<file path="src/design/ycc_ict_pkg.sv">
// ----------------------------------------------------------------------------
// YCbCr to RGB inverse component transform: shared definitions
// Widths, register indexes and fixed-point coefficients of the transform.
// ----------------------------------------------------------------------------
package ycc_ict_pkg;

    localparam int COEF_FRAC_BITS = 14;
    localparam int SAMPLE_W       = 16;
    localparam int SMP_W          = SAMPLE_W + 1;
    localparam int COEF_W         = COEF_FRAC_BITS + 1;
    localparam int SUM_W          = SAMPLE_W + 4;
    localparam int ACC_W          = COEF_FRAC_BITS + SUM_W;
    localparam int PROD_W         = SMP_W + COEF_W + 1;
    localparam int DEPTH_W        = 5;
    localparam int ADDR_W         = 4;
    localparam int DATA_W         = 32;

    localparam logic [DEPTH_W-1:0] DEPTH_RESET = DEPTH_W'(8);
    localparam logic [DEPTH_W-1:0] DEPTH_MIN   = DEPTH_W'(1);
    localparam logic [DEPTH_W-1:0] DEPTH_MAX   = DEPTH_W'(SAMPLE_W);

    localparam longint unsigned FIX_ONE = 64'd1 << COEF_FRAC_BITS;

    localparam logic [COEF_W-1:0] COEF_CR_R =
        COEF_W'((64'd1402 * FIX_ONE * 64'd2 + 64'd1000) / 64'd2000);
    localparam logic [COEF_W-1:0] COEF_CB_B =
        COEF_W'((64'd1772 * FIX_ONE * 64'd2 + 64'd1000) / 64'd2000);
    localparam logic [COEF_W-1:0] COEF_CR_G =
        COEF_W'((64'd419198 * FIX_ONE * 64'd2 + 64'd587000) / 64'd1174000);
    localparam logic [COEF_W-1:0] COEF_CB_G =
        COEF_W'((64'd202008 * FIX_ONE * 64'd2 + 64'd587000) / 64'd1174000);

    typedef enum logic [1:0] {
        REG_SAMPLE_DEPTH = 2'd0,
        REG_SIGNED       = 2'd1,
        REG_REVERSIBLE   = 2'd2
    } reg_idx_t;

    typedef logic [SAMPLE_W-1:0]      sample_t;
    typedef logic signed [SMP_W-1:0]  smp_t;
    typedef logic signed [SUM_W-1:0]  sum_t;
    typedef logic signed [ACC_W-1:0]  acc_t;
    typedef logic signed [PROD_W-1:0] prod_t;

endpackage

</file>
<file path="src/design/ycc_ict_if.sv">
// ----------------------------------------------------------------------------
// YCbCr to RGB inverse component transform: stream interfaces
// Valid/ready channels for the YCbCr pixel input and the RGB result.
// ----------------------------------------------------------------------------
interface ycc_ict_pix_if;
    logic                 valid;
    logic                 ready;
    ycc_ict_pkg::sample_t luma;
    ycc_ict_pkg::sample_t chroma_blue;
    ycc_ict_pkg::sample_t chroma_red;

    modport source (output valid, output luma, output chroma_blue, output chroma_red,
                    input ready);
    modport sink   (input valid, input luma, input chroma_blue, input chroma_red,
                    output ready);
endinterface

interface ycc_ict_rgb_if;
    logic                 valid;
    logic                 ready;
    ycc_ict_pkg::sample_t red;
    ycc_ict_pkg::sample_t green;
    ycc_ict_pkg::sample_t blue;

    modport source (output valid, output red, output green, output blue,
                    input ready);
    modport sink   (input valid, input red, input green, input blue,
                    output ready);
endinterface

</file>
<file path="src/design/ycc_to_rgb_inverse_component_transform_core.sv">
// ----------------------------------------------------------------------------
// YCbCr to RGB inverse component transform core
// Converts one YCbCr pixel per beat to RGB with the reversible integer RCT or
// the irreversible fixed-point ICT, then restores the offset and saturates.
// ----------------------------------------------------------------------------
//  Channel  Direction  Handshake                Payload
//  pix      in         valid/ready              luma, chroma_blue, chroma_red
//  rgb      out        valid/ready              red, green, blue
//  apb      in         psel/penable, pready=1   sample_depth, signed_samples,
//                                               reversible_mode
//
//  One pixel is accepted every clock while the output is not stalled; its result
//  passes the input register and then the result register before it is shown.
//  The input register and the result register each hold one beat, so input is
//  taken while a finished result waits; a stalled output backs up after two beats.
//  The critical path is the constant multiply and accumulate of the ICT green term.
//  Reset clears both valid flags and loads the register defaults (depth 8).
// ----------------------------------------------------------------------------
module ycc_to_rgb_inverse_component_transform_core
(
    input  logic                              clk,
    input  logic                              rst_n,
    ycc_ict_pix_if.sink                       pix,
    ycc_ict_rgb_if.source                     rgb,
    input  logic                              psel,
    input  logic                              penable,
    input  logic                              pwrite,
    input  logic [ycc_ict_pkg::ADDR_W-1:0]    paddr,
    input  logic [ycc_ict_pkg::DATA_W-1:0]    pwdata,
    output logic [ycc_ict_pkg::DATA_W-1:0]    prdata,
    output logic                              pready
);

    logic [ycc_ict_pkg::DEPTH_W-1:0] depth_reg;
    logic                            signed_reg;
    logic                            rev_reg;
    logic                            cfg_write;

    logic                 s1_valid_reg;
    logic                 s1_valid_next;
    ycc_ict_pkg::sample_t s1_luma_reg;
    ycc_ict_pkg::sample_t s1_cb_reg;
    ycc_ict_pkg::sample_t s1_cr_reg;

    logic                 out_valid_reg;
    logic                 out_valid_next;
    ycc_ict_pkg::sample_t out_red_reg;
    ycc_ict_pkg::sample_t out_green_reg;
    ycc_ict_pkg::sample_t out_blue_reg;

    logic                 out_free;
    logic                 s1_adv;
    logic                 in_take;

    logic [ycc_ict_pkg::DEPTH_W-1:0] depth_eff;
    logic [ycc_ict_pkg::SAMPLE_W-1:0] mask;
    logic [ycc_ict_pkg::SMP_W-1:0]   full_range;
    logic [ycc_ict_pkg::SMP_W-1:0]   half_range;
    logic [ycc_ict_pkg::SMP_W-1:0]   offset;
    logic [ycc_ict_pkg::SMP_W-1:0]   max_val;

    ycc_ict_pkg::smp_t  y_s;
    ycc_ict_pkg::smp_t  cb_s;
    ycc_ict_pkg::smp_t  cr_s;
    ycc_ict_pkg::sum_t  ofs_sum;
    ycc_ict_pkg::sum_t  cbcr_sum;
    ycc_ict_pkg::sum_t  rct_g;
    ycc_ict_pkg::sum_t  rct_r_out;
    ycc_ict_pkg::sum_t  rct_g_out;
    ycc_ict_pkg::sum_t  rct_b_out;
    ycc_ict_pkg::prod_t prod_cr_r;
    ycc_ict_pkg::prod_t prod_cb_b;
    ycc_ict_pkg::prod_t prod_cr_g;
    ycc_ict_pkg::prod_t prod_cb_g;
    ycc_ict_pkg::acc_t  y_fix;
    ycc_ict_pkg::acc_t  ofs_fix;
    ycc_ict_pkg::acc_t  ict_r;
    ycc_ict_pkg::acc_t  ict_g;
    ycc_ict_pkg::acc_t  ict_b;
    ycc_ict_pkg::sample_t red_next;
    ycc_ict_pkg::sample_t green_next;
    ycc_ict_pkg::sample_t blue_next;

    function automatic ycc_ict_pkg::smp_t to_sample
    (
        input ycc_ict_pkg::sample_t           raw,
        input logic [ycc_ict_pkg::SAMPLE_W-1:0] m,
        input logic [ycc_ict_pkg::SMP_W-1:0]  half,
        input logic [ycc_ict_pkg::SMP_W-1:0]  full,
        input logic                           is_signed
    );
        logic [ycc_ict_pkg::SMP_W-1:0] v;
        logic [ycc_ict_pkg::SMP_W-1:0] res;
        v = {1'b0, raw & m};
        if (is_signed)
        begin
            res = ((v & half) != '0) ? (v - full) : v;
        end
        else
        begin
            res = v - half;
        end
        return $signed(res);
    endfunction

    function automatic ycc_ict_pkg::sample_t saturate
    (
        input ycc_ict_pkg::sum_t              v,
        input logic [ycc_ict_pkg::SMP_W-1:0]  maxv
    );
        ycc_ict_pkg::sample_t res;
        if (v[ycc_ict_pkg::SUM_W-1])
        begin
            res = '0;
        end
        else if ($unsigned(v) > ycc_ict_pkg::SUM_W'(maxv))
        begin
            res = maxv[ycc_ict_pkg::SAMPLE_W-1:0];
        end
        else
        begin
            res = v[ycc_ict_pkg::SAMPLE_W-1:0];
        end
        return res;
    endfunction

    // Configuration registers.
    assign pready    = 1'b1;
    assign cfg_write = psel && penable && pwrite;

    always_ff @(posedge clk or negedge rst_n)
    begin
        if (!rst_n)
        begin
            depth_reg  <= ycc_ict_pkg::DEPTH_RESET;
            signed_reg <= 1'b0;
            rev_reg    <= 1'b0;
        end
        else if (cfg_write)
        begin
            unique case (paddr[3:2])
                ycc_ict_pkg::REG_SAMPLE_DEPTH: depth_reg  <= pwdata[ycc_ict_pkg::DEPTH_W-1:0];
                ycc_ict_pkg::REG_SIGNED:       signed_reg <= pwdata[0];
                ycc_ict_pkg::REG_REVERSIBLE:   rev_reg    <= pwdata[0];
                default:                       ;
            endcase
        end
    end

    always_comb
    begin
        unique case (paddr[3:2])
            ycc_ict_pkg::REG_SAMPLE_DEPTH: prdata = ycc_ict_pkg::DATA_W'(depth_reg);
            ycc_ict_pkg::REG_SIGNED:       prdata = ycc_ict_pkg::DATA_W'(signed_reg);
            ycc_ict_pkg::REG_REVERSIBLE:   prdata = ycc_ict_pkg::DATA_W'(rev_reg);
            default:                       prdata = '0;
        endcase
    end

    // Handshake: input register, then result register.
    assign out_free  = !out_valid_reg || rgb.ready;
    assign s1_adv    = s1_valid_reg && out_free;
    assign pix.ready = !s1_valid_reg || out_free;
    assign in_take   = pix.valid && pix.ready;

    always_comb
    begin
        s1_valid_next  = in_take ? 1'b1 : (s1_adv ? 1'b0 : s1_valid_reg);
        out_valid_next = out_free ? s1_valid_reg : out_valid_reg;
    end

    always_ff @(posedge clk or negedge rst_n)
    begin
        if (!rst_n)
        begin
            s1_valid_reg  <= 1'b0;
            out_valid_reg <= 1'b0;
        end
        else
        begin
            s1_valid_reg  <= s1_valid_next;
            out_valid_reg <= out_valid_next;
        end
    end

    always_ff @(posedge clk)
    begin
        if (in_take)
        begin
            s1_luma_reg <= pix.luma;
            s1_cb_reg   <= pix.chroma_blue;
            s1_cr_reg   <= pix.chroma_red;
        end
        if (s1_adv)
        begin
            out_red_reg   <= red_next;
            out_green_reg <= green_next;
            out_blue_reg  <= blue_next;
        end
    end

    // Depth-derived ranges; depths outside one to sixteen are clamped.
    always_comb
    begin
        priority if (depth_reg < ycc_ict_pkg::DEPTH_MIN)
        begin
            depth_eff = ycc_ict_pkg::DEPTH_MIN;
        end
        else if (depth_reg > ycc_ict_pkg::DEPTH_MAX)
        begin
            depth_eff = ycc_ict_pkg::DEPTH_MAX;
        end
        else
        begin
            depth_eff = depth_reg;
        end
        full_range = ycc_ict_pkg::SMP_W'(1) << depth_eff;
        half_range = ycc_ict_pkg::SMP_W'(1) << (depth_eff - ycc_ict_pkg::DEPTH_MIN);
        mask       = ycc_ict_pkg::SAMPLE_W'(full_range - ycc_ict_pkg::SMP_W'(1));
        offset     = signed_reg ? '0 : half_range;
        max_val    = signed_reg ? (half_range - ycc_ict_pkg::SMP_W'(1))
                                : (full_range - ycc_ict_pkg::SMP_W'(1));
    end

    // Transform datapath.
    always_comb
    begin
        y_s  = to_sample(s1_luma_reg, mask, half_range, full_range, signed_reg);
        cb_s = to_sample(s1_cb_reg,   mask, half_range, full_range, signed_reg);
        cr_s = to_sample(s1_cr_reg,   mask, half_range, full_range, signed_reg);

        ofs_sum   = $signed(ycc_ict_pkg::SUM_W'(offset));
        cbcr_sum  = ycc_ict_pkg::SUM_W'(cb_s) + ycc_ict_pkg::SUM_W'(cr_s);
        rct_g     = ycc_ict_pkg::SUM_W'(y_s) - (cbcr_sum >>> 2);
        rct_r_out = rct_g + ycc_ict_pkg::SUM_W'(cr_s) + ofs_sum;
        rct_g_out = rct_g + ofs_sum;
        rct_b_out = rct_g + ycc_ict_pkg::SUM_W'(cb_s) + ofs_sum;

        prod_cr_r = cr_s * $signed({1'b0, ycc_ict_pkg::COEF_CR_R});
        prod_cb_b = cb_s * $signed({1'b0, ycc_ict_pkg::COEF_CB_B});
        prod_cr_g = cr_s * $signed({1'b0, ycc_ict_pkg::COEF_CR_G});
        prod_cb_g = cb_s * $signed({1'b0, ycc_ict_pkg::COEF_CB_G});

        y_fix   = ycc_ict_pkg::ACC_W'(y_s) <<< ycc_ict_pkg::COEF_FRAC_BITS;
        ofs_fix = ($signed(ycc_ict_pkg::ACC_W'(offset)) <<< ycc_ict_pkg::COEF_FRAC_BITS)
                + (ycc_ict_pkg::acc_t'(1) <<< (ycc_ict_pkg::COEF_FRAC_BITS - 1));

        ict_r = y_fix + ycc_ict_pkg::ACC_W'(prod_cr_r) + ofs_fix;
        ict_g = y_fix - ycc_ict_pkg::ACC_W'(prod_cr_g) - ycc_ict_pkg::ACC_W'(prod_cb_g)
              + ofs_fix;
        ict_b = y_fix + ycc_ict_pkg::ACC_W'(prod_cb_b) + ofs_fix;

        if (rev_reg)
        begin
            red_next   = saturate(rct_r_out, max_val);
            green_next = saturate(rct_g_out, max_val);
            blue_next  = saturate(rct_b_out, max_val);
        end
        else
        begin
            red_next   = saturate(ict_r[ycc_ict_pkg::ACC_W-1:ycc_ict_pkg::COEF_FRAC_BITS],
                                  max_val);
            green_next = saturate(ict_g[ycc_ict_pkg::ACC_W-1:ycc_ict_pkg::COEF_FRAC_BITS],
                                  max_val);
            blue_next  = saturate(ict_b[ycc_ict_pkg::ACC_W-1:ycc_ict_pkg::COEF_FRAC_BITS],
                                  max_val);
        end
    end

    assign rgb.valid = out_valid_reg;
    assign rgb.red   = out_red_reg;
    assign rgb.green = out_green_reg;
    assign rgb.blue  = out_blue_reg;

endmodule

</file>
<file path="src/flat_wrapper.sv">
// flat-port wrapper written by rule: the top's interface ports become plain ports
module ycc_to_rgb_inverse_component_transform_core_flat 
  (clk, rst_n, psel, penable, pwrite, paddr, pwdata, prdata, pready, pix_valid, pix_luma, pix_chroma_blue, pix_chroma_red, pix_ready, rgb_valid, rgb_red, rgb_green, rgb_blue, rgb_ready);
  ycc_ict_pix_if pix_i ();
  ycc_ict_rgb_if rgb_i ();
  input  logic clk;
  input  logic rst_n;
  input  logic psel;
  input  logic penable;
  input  logic pwrite;
  input  logic [ycc_ict_pkg::ADDR_W-1:0] paddr;
  input  logic [ycc_ict_pkg::DATA_W-1:0] pwdata;
  output logic [ycc_ict_pkg::DATA_W-1:0] prdata;
  output logic pready;
  input wire logic [$bits(pix_i.valid)-1:0] pix_valid;
  input wire logic [$bits(pix_i.luma)-1:0] pix_luma;
  input wire logic [$bits(pix_i.chroma_blue)-1:0] pix_chroma_blue;
  input wire logic [$bits(pix_i.chroma_red)-1:0] pix_chroma_red;
  output wire logic [$bits(pix_i.ready)-1:0] pix_ready;
  output wire logic [$bits(rgb_i.valid)-1:0] rgb_valid;
  output wire logic [$bits(rgb_i.red)-1:0] rgb_red;
  output wire logic [$bits(rgb_i.green)-1:0] rgb_green;
  output wire logic [$bits(rgb_i.blue)-1:0] rgb_blue;
  input wire logic [$bits(rgb_i.ready)-1:0] rgb_ready;
  assign pix_i.valid = pix_valid;
  assign pix_i.luma = pix_luma;
  assign pix_i.chroma_blue = pix_chroma_blue;
  assign pix_i.chroma_red = pix_chroma_red;
  assign pix_ready = pix_i.ready;
  assign rgb_valid = rgb_i.valid;
  assign rgb_red = rgb_i.red;
  assign rgb_green = rgb_i.green;
  assign rgb_blue = rgb_i.blue;
  assign rgb_i.ready = rgb_ready;
  ycc_to_rgb_inverse_component_transform_core u_core (.clk(clk), .rst_n(rst_n), .pix(pix_i), .rgb(rgb_i), .psel(psel), .penable(penable), .pwrite(pwrite), .paddr(paddr), .pwdata(pwdata), .prdata(prdata), .pready(pready));
endmodule
</file>
<file path="config.mk">
export PLATFORM = sky130hd
export DESIGN_NAME = ycc_to_rgb_inverse_component_transform_core_flat
export DESIGN_NICKNAME = d
export VERILOG_FILES = /design/src/design/ycc_ict_pkg.sv /design/src/design/ycc_ict_if.sv /design/src/design/ycc_to_rgb_inverse_component_transform_core.sv /design/src/flat_wrapper.sv
export SDC_FILE = /design/constraint.sdc
export NUM_CORES = 2
export LEC_CHECK = 0
export ABC_AREA = 1
export ABC_CLOCK_PERIOD_IN_PS = 15300
export BUFFER_PORTS_ARGS = -buffer_cell sky130_fd_sc_hd__buf_2
export CORE_MARGIN = 3
export CORE_UTILIZATION = 50
export CTS_CLUSTER_SIZE = 12
export DETAILED_ROUTE_END_ITERATION = 8
export PLACE_DENSITY = 0.67
export SLEW_MARGIN = 20
export SYNTH_ARGS = -nofsm -noshare
export SYNTH_HDL_FRONTEND = slang
export SYNTH_SLANG_ARGS = --single-unit
</file>
<file path="constraint.sdc">
create_clock -name clk -period 15.3 [get_ports clk]
set_clock_uncertainty 0.2 [all_clocks]
set_input_delay 4.59 -clock clk [delete_from_list [all_inputs] [get_ports clk]]
set_output_delay 4.59 -clock clk [all_outputs]
set_load 0.01 [all_outputs]
</file>
==> flow_metrics.env <==
export IMPL_outcome="complete, no violations"
export IMPL_top_usage_layer="met2"
export IMPL_vias=37690
export IMPL_rrSetupSlack_ns=0.92
export IMPL_grt_pass1_vias=36540
export IMPL_wl_per_cell_um=21.17
export IMPL_grt_overflow=0
export IMPL_num_nets_final=6857
export IMPL_register_area_mm2=0.003110
export IMPL_die_h_um=290.1
export IMPL_numCtsBuffers=9
export IMPL_drv_cap=0
export IMPL_coreArea_mm2=0.07952
export IMPL_rr_startpoint="u_core.depth_reg[3]"
export IMPL_synth_edff_count=96
export IMPL_cp_required_ns=15.25
export IMPL_critPathArrivalTime_ns=14.33
export IMPL_dpl_cell_count=6699
export IMPL_crit_path_end="u_core.rgb.green[0]"
export IMPL_synth_ff_type="edfxtp_1"
export IMPL_ys_types=69
export IMPL_setup_viol_count_final=0
export IMPL_antenna_found_initial=2
export IMPL_holdWs_ns=0.3283
export IMPL_end_kind="flip-flop"
export IMPL_grt_pass1_wl_um=214500
export IMPL_wirelength_um=142300
export IMPL_ant_nets=0
export IMPL_rows=103
export IMPL_critPathLaunch="u_core.depth_reg[3]"
export IMPL_io_buffers=116
export IMPL_yosys_warnings=0
export IMPL_track_usage_pct=33.53
export IMPL_drv_slew=0
export IMPL_drc=0
export IMPL_max_slew_margin_pct=23.09
export IMPL_dp_hpwl_um=117700
export IMPL_fin_crit_ns=14.38
export IMPL_hold_violations=0
export IMPL_synth_avg_cell_area_um2=7.368
export IMPL_path_class="flip-flop to flip-flop"
export IMPL_io_pins=174
export IMPL_synthCells=5477
export IMPL_layout_commonest_cell="inv_1"
export IMPL_use_met3_pct=5.740
export IMPL_cts_tree="yes"
export IMPL_synth_area_mm2=0.04036
export IMPL_synthArstFlopShare_pct=8.571
export IMPL_slowest_stage="dfstp_2"
export IMPL_mostFrequentLayoutCells="inv_1 (1183), nand2_1 (847), ha_1 (739)"
export IMPL_clk_path_buf_depth=2
export IMPL_rsz0062_at_grt="no"
export IMPL_clk_latency_ns=0.43
export IMPL_dr_pass1_iters=7
export IMPL_n_fill_cell=7720
export IMPL_layout_setup_ws_ns=0.9194
export IMPL_htreeDepth=3
export IMPL_ff2ff_path_depth=65
export IMPL_die_w_um=290.1
export IMPL_hold_buffers=0
export IMPL_clkSinkCount=105
export IMPL_via_per_inst=5.608
export IMPL_syn_to_final_growth_pct=6.914
export IMPL_timing_final_crit_share_pct=93.99
export IMPL_setup_tns_ns=0
export IMPL_place_ws_ns=0.8766
export IMPL_path_common_cell="nand2_1"
export IMPL_first_iter_violations=3306
export IMPL_initial_core_util_pct=50.75
export IMPL_cpLargestDelayFamily="adder cells"
export IMPL_fmax_mhz=69.54
export IMPL_ys_seq_elements=105
export IMPL_place_gp_congestion=1.020
export IMPL_min_from="u_core.s1_valid_reg"
export IMPL_post_layout_nonfiller_instances=6721
export IMPL_clk_pin_slew_ns=0.09
export IMPL_layout_drive_gt1_share_pct=6.508
export IMPL_max_stage_delay_ns=0.60
export IMPL_path_depth=65
export IMPL_startpoint_type="flip-flop"
export IMPL_path_max_fanout=31
export IMPL_multi_input_area_mm2=0.03243
export IMPL_cts_root_buf="clkbuf_16"
export IMPL_design_die_area_mm2=0.08416
export IMPL_hold_class="flip-flop to flip-flop"
export IMPL_grt_start_max_net_pins=49
export IMPL_gr_usage_met2_pct=52.19
export IMPL_rr_endpoint="u_core.rgb.green[0]"
export IMPL_grt_use_met1_pct=44.07
export IMPL_cp_num_buf_inv=10
export IMPL_worstMarginPinSlew_ns=1.145
export IMPL_yosysSeqAreaShare_pct=7.704
worst min path at each step:
stage	to	cells past startpoint
floorplan	u_core.rgb.valid	2
global placement	u_core.rgb.valid	2
detailed placement	u_core.rgb.valid	2
CTS	u_core.rgb.valid	2
global route	u_core.depth_reg[3]	2
finish	u_core.rgb.valid	2
final cells by class:
type / instances / area share (%)
diodes: 1 / 0.005800
well taps: 1050 / 3.045
flip-flops and latches: 105 / 7.209
inverters: 1210 / 10.55
multi-input cells: 4110 / 75.16
clock buffers: 11 / 0.5858
clock inverters: 5 / 0.1015
repair buffers: 228 / 3.323
repair inverters: 1 / 0.01740
what timing repair did:
action	4_1_cts	5_1_grt
setup buffers	0	4
endpoints found under the setup margin	0	46
resized for setup	0	14
worst reg2reg max path, delay by kind of cell, from the launching register on:
| family | cells | cell delay [ns] |
|---|---|---|
| buf+inv | 10 | 1.41 |
| fa+ha+maj | 12 | 5.04 |
| compound gates | 14 | 2.92 |
| flops | 1 | 0.60 |
| xor+xnor | 3 | 0.85 |
| simple gates | 26 | 3.07 |
cells in the mapped netlist, types with 73 or more instances:
library cell | number | area share, %
a21oi_1 | 447 | 5.5
edfxtp_1 | 96 | 7.1
fa_1 | 361 | 18
ha_1 | 740 | 23
inv_1 | 1188 | 11
nand2_1 | 848 | 7.9
nand3_1 | 219 | 2.7
nor2_1 | 356 | 3.3
o211ai_1 | 73 | 1.4
o21ai_0 | 223 | 2.8
xnor2_1 | 83 | 1.8
xor2_1 | 230 | 5.0
stage by stage:
step	area (um2)	util, %
2_1_floorplan	40490	-
3_3_place_gp	42780	53.80
3_5_place_dp	42780	53.80
4_1_cts	43080	54.18
5_1_grt	43140	54.26
6_report	43150	54.26
kinds of logic after synthesis:
family,Yosys count,synth area share (%)
and+or+nand+nor,1644,17.46
buffers and inverters,1298,12.52
adders and majority gates,1101,40.85
AOI/OAI and AO/OA,1013,14.63
xor gates and xnor gates,313,6.793
DFF,105,7.704
other,2,0.01861
muxes,1,0.02480
layer usage:
| layer | vias to the layer above | routed length, um | share of wire (%) |
|---|---|---|---|
| li1 | 18130 | - | - |
| met1 | 17610 | 59360 | 42 |
| met2 | 1613 | 60930 | 43 |
| met3 | 338 | 12070 | 8.5 |
| met4 | 0 | 9899 | 7.0 |
| met5 | - | 0 | 0 |
Power is left out: the tool's default activity adds up to more than one toggle a clock period on the data nets, which glitch-free logic cannot reach.
